--- src/rtl/calendar_date_stepper_defines.svh ---
// ----------------------------------------------------------------------------
// calendar date stepper assertion macros
// concurrent check wrappers, compiled out for synthesis
// ----------------------------------------------------------------------------
`ifndef CALENDAR_DATE_STEPPER_DEFINES_SVH
`define CALENDAR_DATE_STEPPER_DEFINES_SVH
`ifndef SYNTHESIS
`define CDS_ASSERT(lbl, cond, msg) \
	lbl: assert property (@(posedge clk) disable iff (!arst_n) (cond)) else $error(msg);
`define CDS_ASSERT_IMP(lbl, ante, cons, msg) \
	lbl: assert property (@(posedge clk) disable iff (!arst_n) (ante) |-> (cons)) \
		else $error(msg);
`define CDS_ASSERT_NXT(lbl, ante, cons, msg) \
	lbl: assert property (@(posedge clk) disable iff (!arst_n) (ante) |=> (cons)) \
		else $error(msg);
`else
`define CDS_ASSERT(lbl, cond, msg)
`define CDS_ASSERT_IMP(lbl, ante, cons, msg)
`define CDS_ASSERT_NXT(lbl, ante, cons, msg)
`endif
`endif

--- src/rtl/cds_pkg.sv ---
// ----------------------------------------------------------------------------
// cds_pkg
// shared widths, constants, control types and calendar helpers
// ----------------------------------------------------------------------------
package cds_pkg;

	localparam int YearW  = 14;
	localparam int MonthW = 4;
	localparam int DayW   = 5;
	localparam int DowW   = 3;
	localparam int DeltaW = 16;
	localparam int StepW  = DeltaW + 1;

	localparam logic [YearW-1:0]  MaxYear    = YearW'(9999);
	localparam logic [YearW-1:0]  YearOffset = YearW'(400);
	localparam logic [MonthW-1:0] MonthJan   = MonthW'(1);
	localparam logic [MonthW-1:0] MonthFeb   = MonthW'(2);
	localparam logic [MonthW-1:0] MonthDec   = MonthW'(12);
	localparam logic [DayW-1:0]   DayFirst   = DayW'(1);
	localparam logic [DayW-1:0]   DayLast    = DayW'(31);

	// floor(y / 100) = (y * Recip100) >> Recip100Sh for y below 16384
	localparam int Recip100   = 5243;
	localparam int Recip100Sh = 19;
	// floor(s / 7) = (s * Recip7) >> Recip7Sh for s below 16384
	localparam int Recip7     = 18725;
	localparam int Recip7Sh   = 17;

	localparam logic OP_LOAD = 1'b0;
	localparam logic OP_STEP = 1'b1;

	typedef enum logic [2:0] {
		ST_IDLE,
		ST_LEAP,
		ST_CLAMP,
		ST_WALK,
		ST_WD1,
		ST_WD2,
		ST_WD3,
		ST_WD4
	} cds_state_t;

	typedef struct packed {
		logic capture;
		logic clamp;
		logic walk;
		logic wd_prep;
		logic wd_mul;
		logic wd_sum;
		logic out_load;
	} cds_cmd_t;

	typedef struct packed {
		logic walk_done;
	} cds_sts_t;

	function automatic logic [DayW-1:0] month_len(input logic [MonthW-1:0] m, input logic leap);
		logic [DayW-1:0] len;
		unique case (m)
			4'd2:                      len = leap ? DayW'(29) : DayW'(28);
			4'd4, 4'd6, 4'd9, 4'd11:   len = DayW'(30);
			default:                   len = DayW'(31);
		endcase
		return len;
	endfunction

	// floor(3 * (m + 1) / 5) for the shifted month 3..14
	function automatic logic [3:0] kl_month_term(input logic [MonthW-1:0] m);
		logic [3:0] t;
		unique case (m)
			4'd3:         t = 4'd2;
			4'd4, 4'd5:   t = 4'd3;
			4'd6, 4'd7:   t = 4'd4;
			4'd8:         t = 4'd5;
			4'd9, 4'd10:  t = 4'd6;
			4'd11, 4'd12: t = 4'd7;
			4'd13:        t = 4'd8;
			4'd14:        t = 4'd9;
			default:      t = 4'd0;
		endcase
		return t;
	endfunction

endpackage

--- src/rtl/cds_cmd_if.sv ---
// ----------------------------------------------------------------------------
// cds_cmd_if
// request channel: load or step beat with valid/ready handshake
// ----------------------------------------------------------------------------
interface cds_cmd_if;
	logic                             valid;
	logic                             ready;
	logic                             op;
	logic        [cds_pkg::YearW-1:0]  load_year;
	logic        [cds_pkg::MonthW-1:0] load_month;
	logic        [cds_pkg::DayW-1:0]   load_day;
	logic signed [cds_pkg::DeltaW-1:0] day_delta;

	modport source (output valid, op, load_year, load_month, load_day, day_delta, input ready);
	modport sink (input valid, op, load_year, load_month, load_day, day_delta, output ready);
endinterface

--- src/rtl/cds_rsp_if.sv ---
// ----------------------------------------------------------------------------
// cds_rsp_if
// result channel: date, weekday and range flag with valid/ready handshake
// ----------------------------------------------------------------------------
interface cds_rsp_if;
	logic                        valid;
	logic                        ready;
	logic [cds_pkg::YearW-1:0]   year;
	logic [cds_pkg::MonthW-1:0]  month;
	logic [cds_pkg::DayW-1:0]    day;
	logic [cds_pkg::DowW-1:0]    weekday;
	logic                        range_error;

	modport source (output valid, year, month, day, weekday, range_error, input ready);
	modport sink (input valid, year, month, day, weekday, range_error, output ready);
endinterface

--- src/rtl/calendar_date_stepper.sv ---
// ----------------------------------------------------------------------------
// calendar_date_stepper
// Gregorian date register with load and signed day stepping.
//
// cmd channel: op 0 loads year/month/day (clamped into range), op 1 moves
// the stored date by day_delta days. rsp channel: one beat per cmd beat with
// the date, weekday (0 Monday .. 6 Sunday) and a flag set when a step ran
// into 0000-01-01 or 9999-12-31 and stopped there.
// A load runs from accept through the leap and clamp stages into the weekday
// pipeline. A step first runs the walker, which moves one day per cycle, then
// a four-stage weekday pipeline runs; a step that stops at a bound ends its
// walk there. One cmd beat is in work at a time; the next can be taken as soon
// as rsp valid rises, when the sequencer is back in idle. cmd ready is high
// while the sequencer is idle, also while a finished rsp beat still waits.
// After reset the date is 0000-01-01 and no rsp beat is pending. A stalled
// rsp holds its beat; the sequencer waits in its last stage until the
// output register is free.
// ----------------------------------------------------------------------------
module calendar_date_stepper (
	input logic        clk,
	input logic        arst_n,
	cds_cmd_if.sink    cmd,
	cds_rsp_if.source  rsp
);

	cds_pkg::cds_cmd_t ctl;
	cds_pkg::cds_sts_t sts;

	cds_ctrl u_ctrl (
		.clk       (clk),
		.arst_n    (arst_n),
		.cmd_valid (cmd.valid),
		.cmd_op    (cmd.op),
		.cmd_ready (cmd.ready),
		.rsp_valid (rsp.valid),
		.rsp_ready (rsp.ready),
		.ctl       (ctl),
		.sts       (sts)
	);

	cds_datapath u_datapath (
		.clk         (clk),
		.arst_n      (arst_n),
		.ctl         (ctl),
		.sts         (sts),
		.op          (cmd.op),
		.load_year   (cmd.load_year),
		.load_month  (cmd.load_month),
		.load_day    (cmd.load_day),
		.day_delta   (cmd.day_delta),
		.year        (rsp.year),
		.month       (rsp.month),
		.day         (rsp.day),
		.weekday     (rsp.weekday),
		.range_error (rsp.range_error)
	);

endmodule

--- src/rtl/cds_ctrl.sv ---
// ----------------------------------------------------------------------------
// cds_ctrl
// sequencer: load and clamp, day walk, weekday pipeline, result handoff
// ----------------------------------------------------------------------------
`include "calendar_date_stepper_defines.svh"

module cds_ctrl (
	input  logic              clk,
	input  logic              arst_n,
	input  logic              cmd_valid,
	input  logic              cmd_op,
	output logic              cmd_ready,
	output logic              rsp_valid,
	input  logic              rsp_ready,
	output cds_pkg::cds_cmd_t ctl,
	input  cds_pkg::cds_sts_t sts
);

	cds_pkg::cds_state_t state_q;
	cds_pkg::cds_state_t state_nxt;
	logic                rsp_valid_q;
	logic                out_free;

	assign out_free  = !rsp_valid_q || rsp_ready;
	assign rsp_valid = rsp_valid_q;

	always_comb begin
		state_nxt = state_q;
		unique case (state_q)
			cds_pkg::ST_IDLE: begin
				if (cmd_valid) begin
					state_nxt = (cmd_op == cds_pkg::OP_STEP) ? cds_pkg::ST_WALK : cds_pkg::ST_LEAP;
				end
			end
			cds_pkg::ST_LEAP:  state_nxt = cds_pkg::ST_CLAMP;
			cds_pkg::ST_CLAMP: state_nxt = cds_pkg::ST_WD1;
			cds_pkg::ST_WALK: begin
				if (sts.walk_done) begin
					state_nxt = cds_pkg::ST_WD1;
				end
			end
			cds_pkg::ST_WD1: state_nxt = cds_pkg::ST_WD2;
			cds_pkg::ST_WD2: state_nxt = cds_pkg::ST_WD3;
			cds_pkg::ST_WD3: state_nxt = cds_pkg::ST_WD4;
			cds_pkg::ST_WD4: begin
				if (out_free) begin
					state_nxt = cds_pkg::ST_IDLE;
				end
			end
			default: state_nxt = cds_pkg::ST_IDLE;
		endcase
	end

	always_comb begin
		ctl       = '0;
		cmd_ready = 1'b0;
		unique case (state_q)
			cds_pkg::ST_IDLE: begin
				cmd_ready   = 1'b1;
				ctl.capture = cmd_valid;
			end
			cds_pkg::ST_CLAMP: ctl.clamp   = 1'b1;
			cds_pkg::ST_WALK:  ctl.walk    = 1'b1;
			cds_pkg::ST_WD1:   ctl.wd_prep = 1'b1;
			cds_pkg::ST_WD2:   ctl.wd_mul  = 1'b1;
			cds_pkg::ST_WD3:   ctl.wd_sum  = 1'b1;
			cds_pkg::ST_WD4:   ctl.out_load = out_free;
			default: ;
		endcase
	end

	always_ff @(posedge clk or negedge arst_n) begin
		if (!arst_n) begin
			state_q     <= cds_pkg::ST_IDLE;
			rsp_valid_q <= 1'b0;
		end else begin
			state_q <= state_nxt;
			if (ctl.out_load) begin
				rsp_valid_q <= 1'b1;
			end else if (rsp_ready) begin
				rsp_valid_q <= 1'b0;
			end
		end
	end

	`CDS_ASSERT_IMP(a_rsp_from_wd4, $rose(rsp_valid_q), $past(state_q) == cds_pkg::ST_WD4, "result raised outside weekday stage")
	`CDS_ASSERT_NXT(a_walk_exit, state_q == cds_pkg::ST_WALK && sts.walk_done, state_q == cds_pkg::ST_WD1, "walk did not hand off to weekday pipeline")
	`CDS_ASSERT_NXT(a_load_path, cmd_valid && cmd_ready && cmd_op == cds_pkg::OP_LOAD, state_q == cds_pkg::ST_LEAP, "load beat did not enter leap stage")

endmodule

--- src/rtl/cds_datapath.sv ---
// ----------------------------------------------------------------------------
// cds_datapath
// date registers, day walker, leap flag and weekday arithmetic
// ----------------------------------------------------------------------------
`include "calendar_date_stepper_defines.svh"

module cds_datapath (
	input  logic                              clk,
	input  logic                              arst_n,
	input  cds_pkg::cds_cmd_t                 ctl,
	output cds_pkg::cds_sts_t                 sts,
	input  logic                              op,
	input  logic        [cds_pkg::YearW-1:0]  load_year,
	input  logic        [cds_pkg::MonthW-1:0] load_month,
	input  logic        [cds_pkg::DayW-1:0]   load_day,
	input  logic signed [cds_pkg::DeltaW-1:0] day_delta,
	output logic        [cds_pkg::YearW-1:0]  year,
	output logic        [cds_pkg::MonthW-1:0] month,
	output logic        [cds_pkg::DayW-1:0]   day,
	output logic        [cds_pkg::DowW-1:0]   weekday,
	output logic                              range_error
);

	localparam int YW = cds_pkg::YearW;
	localparam int MW = cds_pkg::MonthW;
	localparam int DW = cds_pkg::DayW;
	localparam int SW = cds_pkg::StepW;
	localparam int P100W = YW + 13;
	localparam int P7W   = YW + 15;

	logic [YW-1:0] cur_year_q;
	logic [MW-1:0] cur_month_q;
	logic [DW-1:0] cur_day_q;
	logic [SW-1:0] steps_q;
	logic          back_q;
	logic          leap_q;
	logic          err_q;

	// leap flag of the stored year, registered so it follows the year in the next cycle
	logic [P100W-1:0] y_prod;
	logic [7:0]       y_q100;
	logic             y_div100;
	logic             leap_d;

	assign y_prod   = P100W'(cur_year_q) * P100W'(cds_pkg::Recip100);
	assign y_q100   = y_prod[cds_pkg::Recip100Sh +: 8];
	assign y_div100 = (cur_year_q == YW'({6'd0, y_q100} * YW'(100)));
	assign leap_d   = (cur_year_q[1:0] == 2'd0 && !y_div100) || (y_div100 && y_q100[1:0] == 2'd0);

	// load clamping
	logic [YW-1:0] ld_year;
	logic [MW-1:0] ld_month;
	logic [DW-1:0] ld_day;

	assign ld_year  = (load_year > cds_pkg::MaxYear) ? cds_pkg::MaxYear : load_year;
	assign ld_month = (load_month == '0) ? cds_pkg::MonthJan :
		(load_month > cds_pkg::MonthDec) ? cds_pkg::MonthDec : load_month;
	assign ld_day   = (load_day == '0) ? cds_pkg::DayFirst : load_day;

	// step magnitude
	logic          delta_neg;
	logic [SW-1:0] delta_mag;

	assign delta_neg = day_delta[cds_pkg::DeltaW-1];
	assign delta_mag = delta_neg ? (SW'(0) - SW'(day_delta)) : SW'(day_delta);

	// one-day walk
	logic [DW-1:0] len_cur;
	logic [MW-1:0] month_prev;
	logic [DW-1:0] len_prev;
	logic          at_max;
	logic          at_min;
	logic          clamp_len;

	assign len_cur    = cds_pkg::month_len(cur_month_q, leap_q);
	assign month_prev = cur_month_q - MW'(1);
	assign len_prev   = cds_pkg::month_len(month_prev, leap_q);
	assign at_max     = cur_year_q == cds_pkg::MaxYear && cur_month_q == cds_pkg::MonthDec &&
		cur_day_q == cds_pkg::DayLast;
	assign at_min     = cur_year_q == '0 && cur_month_q == cds_pkg::MonthJan &&
		cur_day_q == cds_pkg::DayFirst;
	assign clamp_len  = cur_day_q > len_cur;

	assign sts.walk_done = (steps_q == '0);

	always_ff @(posedge clk or negedge arst_n) begin
		if (!arst_n) begin
			cur_year_q  <= '0;
			cur_month_q <= cds_pkg::MonthJan;
			cur_day_q   <= cds_pkg::DayFirst;
			steps_q     <= '0;
			back_q      <= 1'b0;
			leap_q      <= 1'b1;
			err_q       <= 1'b0;
		end else begin
			leap_q <= leap_d;
			if (ctl.capture) begin
				err_q <= 1'b0;
				if (op == cds_pkg::OP_LOAD) begin
					cur_year_q  <= ld_year;
					cur_month_q <= ld_month;
					cur_day_q   <= ld_day;
				end else begin
					steps_q <= delta_mag;
					if (delta_mag != '0) begin
						back_q <= delta_neg;
					end
				end
			end else if (ctl.clamp) begin
				if (clamp_len) begin
					cur_day_q <= len_cur;
				end
			end else if (ctl.walk && steps_q != '0) begin
				if (!back_q) begin
					if (at_max) begin
						err_q   <= 1'b1;
						steps_q <= '0;
					end else begin
						steps_q <= steps_q - SW'(1);
						if (cur_day_q == len_cur) begin
							cur_day_q <= cds_pkg::DayFirst;
							if (cur_month_q == cds_pkg::MonthDec) begin
								cur_month_q <= cds_pkg::MonthJan;
								cur_year_q  <= cur_year_q + YW'(1);
							end else begin
								cur_month_q <= cur_month_q + MW'(1);
							end
						end else begin
							cur_day_q <= cur_day_q + DW'(1);
						end
					end
				end else begin
					if (at_min) begin
						err_q   <= 1'b1;
						steps_q <= '0;
					end else begin
						steps_q <= steps_q - SW'(1);
						if (cur_day_q == cds_pkg::DayFirst) begin
							if (cur_month_q == cds_pkg::MonthJan) begin
								cur_month_q <= cds_pkg::MonthDec;
								cur_day_q   <= cds_pkg::DayLast;
								cur_year_q  <= cur_year_q - YW'(1);
							end else begin
								cur_month_q <= month_prev;
								cur_day_q   <= len_prev;
							end
						end else begin
							cur_day_q <= cur_day_q - DW'(1);
						end
					end
				end
			end
		end
	end

	// weekday pipeline, Jan/Feb as months 13/14 of the year before
	logic          early;
	logic [MW-1:0] wm_s1;
	logic [YW-1:0] wy_s1;
	logic [DW-1:0] wd_s1;
	logic [P100W-1:0] wy_prod;
	logic [7:0]       wq100_s2;
	logic [YW-1:0]    wp_s2;
	logic [YW-1:0]    ws_s3;
	logic [P7W-1:0]   s_prod;
	logic [YW-1:0]    q7;
	logic [YW-1:0]    r7;

	assign early   = cur_month_q <= cds_pkg::MonthFeb;
	assign wy_prod = P100W'(wy_s1) * P100W'(cds_pkg::Recip100);
	assign s_prod  = P7W'(ws_s3) * P7W'(cds_pkg::Recip7);
	assign q7      = YW'(s_prod >> cds_pkg::Recip7Sh);
	assign r7      = ws_s3 - YW'(q7 * YW'(7));

	always_ff @(posedge clk) begin
		if (ctl.wd_prep) begin
			wm_s1 <= early ? cur_month_q + MW'(12) : cur_month_q;
			wy_s1 <= cur_year_q + cds_pkg::YearOffset - YW'(early);
			wd_s1 <= cur_day_q;
		end
		if (ctl.wd_mul) begin
			wq100_s2 <= wy_prod[cds_pkg::Recip100Sh +: 8];
			wp_s2    <= YW'(wd_s1) + YW'({wm_s1, 1'b0}) + YW'(cds_pkg::kl_month_term(wm_s1)) +
				wy_s1 + (wy_s1 >> 2);
		end
		if (ctl.wd_sum) begin
			ws_s3 <= wp_s2 - YW'(wq100_s2) + YW'(wq100_s2 >> 2);
		end
		if (ctl.out_load) begin
			year        <= cur_year_q;
			month       <= cur_month_q;
			day         <= cur_day_q;
			weekday     <= r7[cds_pkg::DowW-1:0];
			range_error <= err_q;
		end
	end

	`CDS_ASSERT(a_year_bound, cur_year_q <= cds_pkg::MaxYear, "stored year above upper bound")
	`CDS_ASSERT_NXT(a_clamp_max, ctl.walk && steps_q != '0 && !back_q && at_max, err_q && steps_q == '0, "upper bound not clamped")

endmodule
--- src/flat_wrapper.sv ---
// flat-port wrapper written by rule: the top's interface ports become plain ports
module calendar_date_stepper_flat 
  (clk, arst_n, cmd_valid, cmd_op, cmd_load_year, cmd_load_month, cmd_load_day, cmd_day_delta, cmd_ready, rsp_valid, rsp_year, rsp_month, rsp_day, rsp_weekday, rsp_range_error, rsp_ready);
  cds_cmd_if cmd_i ();
  cds_rsp_if rsp_i ();
  input logic clk;
  input logic arst_n;
  input wire logic [$bits(cmd_i.valid)-1:0] cmd_valid;
  input wire logic [$bits(cmd_i.op)-1:0] cmd_op;
  input wire logic [$bits(cmd_i.load_year)-1:0] cmd_load_year;
  input wire logic [$bits(cmd_i.load_month)-1:0] cmd_load_month;
  input wire logic [$bits(cmd_i.load_day)-1:0] cmd_load_day;
  input wire logic [$bits(cmd_i.day_delta)-1:0] cmd_day_delta;
  output wire logic [$bits(cmd_i.ready)-1:0] cmd_ready;
  output wire logic [$bits(rsp_i.valid)-1:0] rsp_valid;
  output wire logic [$bits(rsp_i.year)-1:0] rsp_year;
  output wire logic [$bits(rsp_i.month)-1:0] rsp_month;
  output wire logic [$bits(rsp_i.day)-1:0] rsp_day;
  output wire logic [$bits(rsp_i.weekday)-1:0] rsp_weekday;
  output wire logic [$bits(rsp_i.range_error)-1:0] rsp_range_error;
  input wire logic [$bits(rsp_i.ready)-1:0] rsp_ready;
  assign cmd_i.valid = cmd_valid;
  assign cmd_i.op = cmd_op;
  assign cmd_i.load_year = cmd_load_year;
  assign cmd_i.load_month = cmd_load_month;
  assign cmd_i.load_day = cmd_load_day;
  assign cmd_i.day_delta = cmd_day_delta;
  assign cmd_ready = cmd_i.ready;
  assign rsp_valid = rsp_i.valid;
  assign rsp_year = rsp_i.year;
  assign rsp_month = rsp_i.month;
  assign rsp_day = rsp_i.day;
  assign rsp_weekday = rsp_i.weekday;
  assign rsp_range_error = rsp_i.range_error;
  assign rsp_i.ready = rsp_ready;
  calendar_date_stepper u_core (.clk(clk), .arst_n(arst_n), .cmd(cmd_i), .rsp(rsp_i));
endmodule
--- config.mk ---
export PLATFORM = sky130hd
export DESIGN_NAME = calendar_date_stepper_flat
export DESIGN_NICKNAME = d
export VERILOG_FILES = /design/src/rtl/cds_pkg.sv /design/src/rtl/cds_cmd_if.sv /design/src/rtl/cds_rsp_if.sv /design/src/rtl/calendar_date_stepper.sv /design/src/rtl/cds_ctrl.sv /design/src/rtl/cds_datapath.sv /design/src/flat_wrapper.sv
export VERILOG_INCLUDE_DIRS = /design/src /design/src/rtl
export SDC_FILE = /design/constraint.sdc
export NUM_CORES = 1
export LEC_CHECK = 0
export ABC_AREA = 0
export BUFFER_PORTS_ARGS = -buffer_cell sky130_fd_sc_hd__clkbuf_2
export CAP_MARGIN = 25
export CELL_PAD_IN_SITES_DETAIL_PLACEMENT = 1
export CELL_PAD_IN_SITES_GLOBAL_PLACEMENT = 1
export CORE_MARGIN = 3
export CORE_UTILIZATION = 32
export CTS_CLUSTER_DIAMETER = 80
export DETAILED_ROUTE_END_ITERATION = 16
export GPL_ROUTABILITY_DRIVEN = 0
export PLACE_DENSITY_LB_ADDON = 0.1
export SYNTH_ARGS = -nofsm -noshare
export SYNTH_HDL_FRONTEND = slang
export SYNTH_SLANG_ARGS = --single-unit
--- constraint.sdc ---
create_clock -name clk -period 7.6 [get_ports clk]
set_input_delay 1.52 -clock clk [delete_from_list [all_inputs] [get_ports clk]]
set_output_delay 1.52 -clock clk [all_outputs]
set_load 0.02 [all_outputs]
### Word level (Yosys, flattened, before mapping)

Memories as Yosys holds them, arrays and structs flattened. A register that Yosys moved wholly into a read port is not among the register bits.
Index checks and enable logic that the tools add are counted.

| word-level totals | value |
|---|---|
| register bits | 133 |
| ROM bits | 64 |
| input bits | 44 |
| output and inout bits | 29 |
| logic and storage cells | 193 |
| memories kept | 1 |

| operators by class | value |
|---|---|
| add/sub/neg operators | 18 |
| $mul | 5 |
| order comparisons | 4 |
| equality and inequality tests | 38 |
| muxes and demuxes | 72 |
| reductions and logical operators | 35 |

Memories:

| name | depth | width | read ports | clocked after Yosys merged registers in | wr ports | RTL line | RTL |
|---|---|---|---|---|---|---|---|
| (no name shown) | 16 | 4 | 1 | 1 | 0 | cds_pkg.sv:70 | `unique case (m)` |

Operators by type and width:

| operator | number |
|---|---|
| two-way mux 14 bit | 12 |
| two-way mux 17 bit | 8 |
| two-way mux 4 bit | 16 |
| two-way mux 5 bit | 12 |
| multiplier 14 x 13 -> 27 bit (second input constant) | 2 |
| nonzero test 17 bit | 2 |
| multiplier 14 x 15 -> 29 bit (second input constant) | 1 |
| case mux 3 bit (8 select lines) | 1 |
| equality test 4 bit (second input constant) | 5 |
| zero test 17 bit | 1 |
| two-way mux 1 bit | 17 |
| subtractor 1 x 16 -> 17 bit (first input constant) | 1 |
| subtractor 17 x 1 -> 17 bit (second input constant) | 1 |
| equality test 4 x 3 -> 1 bit (second input constant) | 4 |
| adder 14 x 1 -> 14 bit (second input constant) | 1 |
| adder 14 x 12 -> 14 bit | 1 |
| adder 14 x 6 -> 14 bit | 1 |
| adder 14 x 9 -> 14 bit (second input constant) | 1 |
| adder 7 x 14 -> 14 bit | 1 |
| equality test 14 bit | 1 |
| equality test 14 bit (second input constant) | 1 |
| greater-than comparator 14 bit (second input constant) | 1 |
| zero test 14 bit | 1 |
| subtractor 14 x 1 -> 14 bit | 1 |
| other kinds (46) | 79 |

### Depth between registers and ports, before layout

| depth | value |
|---|---|
| depth in word-level cells | 11 |
| mapped depth | 30 |
| gate-level depth less buffers | 30 |

### Modules after synthesis

From an unflattened synthesis, not the netlist that was laid out.

| unflattened totals | value |
|---|---|
| cells, all modules | 1839 |
| area, all modules | 18313.8 µm² |

By module, submodules not included:

| module | times used | cells each | area each (µm²) | sequential area each (µm²) |
|---|---|---|---|---|
| cds_datapath | 1 | 1807 | 18016.0 | 3742.3 |
| cds_ctrl | 1 | 32 | 297.8 | 100.1 |

### Worst setup path after synthesis

Ideal clock, no wire load.

| timing path | value |
|---|---|
| path type | flip-flop to flip-flop |
| start point | reg u_core.u_datapath.cur_year_q[5] |
| end point | reg u_core.u_datapath.leap_q |
| setup time | 82 ps |
| arrival | 7235 ps |
| data required time | 7518 ps |
| setup slack | 283 ps |
| cell stages (with the launch flop) | 31 |
| path buffers | 0 |
| clock period less this slack | 7317 ps |
| cell sequence | dfrtp_1 inv_1 fa_1 inv_1 ha_1 fa_1 inv_1 fa_1 fa_1 inv_1 ha_1 o21ai_1 nor3_1 a211o_1 a311oi_1 o21bai_1 a21oi_1 xnor2_1 ha_1 ha_1 inv_1 fa_1 inv_1 ha_1 nor3b_1 o21a_1 nor4_1 a21oi_1 xnor2_1 nand4_1 o31a_1 |

| between the ends | value |
|---|---|
| cells in the longest elaborated chain, start to end | 6 |
| elaborated cells on any way between the ends | 8 |
| classes of those cells | mul: 2; eq/ne: 1; reduce/logical: 5 |

Ends and longest elaborated chain:

| item | RTL line | RTL |
|---|---|---|
| from (decl) | cds_datapath.sv:31 | `logic [YW-1:0] cur_year_q;` |
| from (signal assigned) | cds_datapath.sv:100 | `cur_year_q <= ld_year;` |
| from (signal assigned) | cds_datapath.sv:124 | `cur_year_q <= cur_year_q + YW'(1);` |
| from (signal assigned) | cds_datapath.sv:142 | `cur_year_q <= cur_year_q - YW'(1);` |
| multiplier 14 x 13 -> 27 bit | cds_datapath.sv:45 | `assign y_prod = P100W'(cur_year_q) * P100W'(cds_pkg::Recip100);` |
| multiplier 8 x 5 -> 12 bit | cds_datapath.sv:47 | `assign y_div100 = (cur_year_q == YW'({6'd0, y_q100} * YW'(100)));` |
| equality test 14 bit | cds_datapath.sv:47 |  |
| zero test 1 bit | cds_datapath.sv:48 | `assign leap_d = (cur_year_q[1:0] == 2'd0 && !y_div100) \|\| (y_div100 && y_q100[1:0] == 2'd0);` |
| logical AND 1 bit | cds_datapath.sv:48 |  |
| logical OR 1 bit (*) | cds_datapath.sv:48 |  |
| via u_core.u_datapath.leap_d | cds_datapath.sv:43 | `logic leap_d;` |
| to (signal assigned) | cds_datapath.sv:96 | `leap_q <= leap_d;` |
| to (decl) | cds_datapath.sv:36 | `logic leap_q;` |

The timed path passes the listed nets; every way through them passes the cells marked *.
A chain may end at the register's enable or synchronous reset.

### Worst setup path after layout

| timing path | value |
|---|---|
| start point | reg u_core.u_datapath.cur_year_q[10] |
| end point | reg u_core.u_datapath.leap_q |

Same word-level chain as after synthesis.

==> flow_metrics.env <==
export IMPL_path_max_fanout=6
export IMPL_grt_pass1_wl_um=79300
export IMPL_dp_hpwl_um=41100
export IMPL_port_buffer_count=72
export IMPL_async_flop_share_pct=34.3
export IMPL_syn2layout_area_growth_pct=15.0
export IMPL_avgRoutedWirePerCell_um=18.2
export IMPL_die_area_sq_um=59900
export IMPL_crit_top_cell="fa_1"
export IMPL_worstSetupPathType="register to register"
export IMPL_worstSkewPairLatency_ps=450
export IMPL_cts_max_level=4
export IMPL_fmax_ghz=0.135
export IMPL_drt_iter0_drc=460
export IMPL_layout_worst_path_cycle_share_pct=97.6
export IMPL_drt_antenna_violating_nets=0
export IMPL_finalSetupTns_ps=0
export IMPL_ys_dominant_reg_cell="edfxtp_1"
export IMPL_viasPerCell=4.84
export IMPL_slowest_delay_ps=540
export IMPL_synth_edff_count=86
export IMPL_synth_area_sq_um=18200
export IMPL_cp_start_kind="register"
export IMPL_drc=0
export IMPL_min_period_ps=7420
export IMPL_regArea_sq_um=3850
export IMPL_cts_buffers=17
export IMPL_antenna_cells=0
export IMPL_cts_root_buf="clkbuf_16"
export IMPL_critical_path_slowest_cell="fa_1"
export IMPL_coreArea_sq_um=55700
export IMPL_fillers=6368
export IMPL_overflow=0
export IMPL_cts_hold_buffers=0
export IMPL_yosysSeqAreaShare_pct=21.1
export IMPL_syn_inst=1806
export IMPL_layout_cells_non_filler=2700
export IMPL_hold_path_class="register to register"
export IMPL_rows=86
export IMPL_drt_wl_total_um=49100
export IMPL_grt_max_degree=48
export IMPL_numPlacedInstances=2656
export IMPL_die_height_um=245
export IMPL_hold_violations=0
export IMPL_start_util_pct=32.7
export IMPL_clock_skew_final_ps=13.3
export IMPL_finalSetupViolCount=0
export IMPL_die_w_um=245
export IMPL_synthDistinctLibCells=85
export IMPL_synth_avg_cell_area_sq_um=10.1
export IMPL_multi_input_area_sq_um=13300
export IMPL_antenna_found_initial=1
export IMPL_first_global_vias=14500
export IMPL_drive_gt1_share_pct=13.2
export IMPL_status="completed"
export IMPL_track_usage_pct=16.9
export IMPL_cap_violations=0
export IMPL_clkSinkCount=137
export IMPL_yosysWarningCount=0
export IMPL_slew_viol_final=0
export IMPL_ys_seq_elements=137
export IMPL_vias=13100
export IMPL_cts_tree="built"
export IMPL_syn_nets=2399
export IMPL_fin_nets=2532
export IMPL_relSlewSlack_pct=46.9
export IMPL_dr_pass1_iters=4
export IMPL_cp_required_ps=7970
export IMPL_ctsLongestPathBuffers=2
export IMPL_ios=73
export IMPL_worst_pin_slew_ps=785
export IMPL_clkTransAtPathRegs_ps=60
export IMPL_crit_arrival_ps=7790
export IMPL_endpoint_kind="register"
path summary, 6_finish.rpt:
kind / slack [ps] / startpoint / cells past startpoint / to
worst max-delay path: 180 / u_core.u_datapath.cur_year_q[10] / 29 / u_core.u_datapath.leap_q
worst min register to register: 460 / u_core.u_datapath.err_q / 0 / u_core.u_datapath.range_error
min in group asynchronous: 1200 / arst_n / 2 / u_core.u_datapath.err_q
worst min-delay path: 460 / u_core.u_datapath.err_q / 0 / u_core.u_datapath.range_error
max in group asynchronous: 5890 / arst_n / 2 / u_core.u_datapath.cur_year_q[6]
worst max register to register: 180 / u_core.u_datapath.cur_year_q[10] / 29 / u_core.u_datapath.leap_q
Yosys cell counts (all sizes together), types with 7 or more instances:
cell type	count	area, sq um
o22ai	13	81.3
o31ai	7	57.6
a31oi	12	90.1
nor2b	16	100
mux2i	7	70.1
o21a	12	90.1
clkbuf	13	52.6
nand2b	10	62.6
buf	15	98.8
a22o	9	78.8
ha	367	4590
inv	369	1390
or3	15	93.8
edfxtp	86	2580
dfrtp	44	1100
a21oi	70	350
xor2	39	342
o211ai	8	60.1
a21o	16	120
nor2	66	253
fa	182	3640
nand3	28	140
nor3	35	175
and3	9	56.3
nand4	7	43.8
o21ai	79	403
xnor2	71	629
nor4	13	103
nand2	70	265
a211oi	18	135
cell families (layout without fill, tap and decap cells):
logic type	count (synthesis)	after routing	synth area share [%]
flip-flops	137	137	21.1
buffers and inverters	397	543	8.43
XOR/XNOR	110	110	5.33
AO/OA/AOI/OAI	300	300	10.7
adder cells (fa/ha/maj)	549	549	45.2
multiplexers	13	13	0.775
AND/OR/NAND/NOR	300	300	8.49
sequential cells by signal, indices dropped and copies added, names as in the netlist, 5 cells and up, named ones only:
| signal | flops |
|---|---|
| u_core.u_datapath.ws_s3 | 14 |
| u_core.u_datapath.wq100_s2 | 8 |
| u_core.u_datapath.year | 14 |
| u_core.u_datapath.cur_day_q | 5 |
| u_core.u_datapath.wp_s2 | 14 |
| u_core.u_datapath.wy_s1 | 14 |
| u_core.u_datapath.steps_q | 17 |
| u_core.u_datapath.day | 5 |
| u_core.u_datapath.wd_s1 | 5 |
| u_core.u_datapath.cur_year_q | 14 |
final cells by class:
type	count	area share (%)
repair buffers	142	4.38
inverters	369	6.61
flip-flops and latches	137	18.4
multi-input cells	1272	63.3
well taps	748	4.46
clock buffers	19	2.07
clock inverters	13	0.848
layer usage:
| layer | track usage (%) | routed length (um) |
|---|---|---|
| met1 | 22.9 | 23400 |
| met3 | 2.55 | 1270 |
| met4 | 3.11 | 649 |
| met2 | 28.8 | 23800 |
| met5 | 0 | 0 |
repair_timing:
item / in CTS / in global routing
pin swaps: 2 / 40
resized for setup: 3 / 67
buffers inserted: 1 / 11
setup endpoints to repair: 1 / 1
cell usage in the layout, fill, tap and decap left out, types with 6 or more instances in the layout:
master,instances
nand2b_1,10
nor3_1,34
buf_4,66
clkbuf_16,17
a21oi_1,68
ha_1,352
o22ai_1,13
ha_4,15
clkbuf_2,72
and3_1,8
o21a_1,12
inv_1,361
nand4_1,7
xnor2_1,67
dfrtp_1,39
a31oi_1,11
edfxtp_1,86
a22o_1,9
nand3_1,28
a211oi_1,15
fa_1,178
nor2b_1,15
mux2i_1,7
o211ai_1,8
or3_1,15
xor2_2,6
o21ai_0,74
o31ai_1,6
inv_2,8
nor2_1,62
nor4_1,10
nand2_1,69
xor2_1,33
a21o_1,16
worst max-delay path, delay by kind of cell (launching register included):
kind	cells	cell delay, ps
AO/OA/AOI/OAI	9	2220
AND/OR/NAND/NOR	4	500
adder cells (fa/ha/maj)	8	3300
buffers and inverters	6	480
XOR/XNOR	2	350
flip-flops	1	480
per-stage QoR:
stage	utilization, %	setup WS (ps)	hold WS [ps]	area, sq um
finish	37.6	179	458	21000
CTS	36.8	1.17	463	20500
floorplan	-	283	425	18200
global route	37.6	-122	476	21000
global placement	35.6	-87.0	447	19800
detailed placement	35.6	-181	449	19900
Power is left out: the tool's default activity adds up to more than one toggle a clock period on the data nets, which glitch-free logic cannot reach.
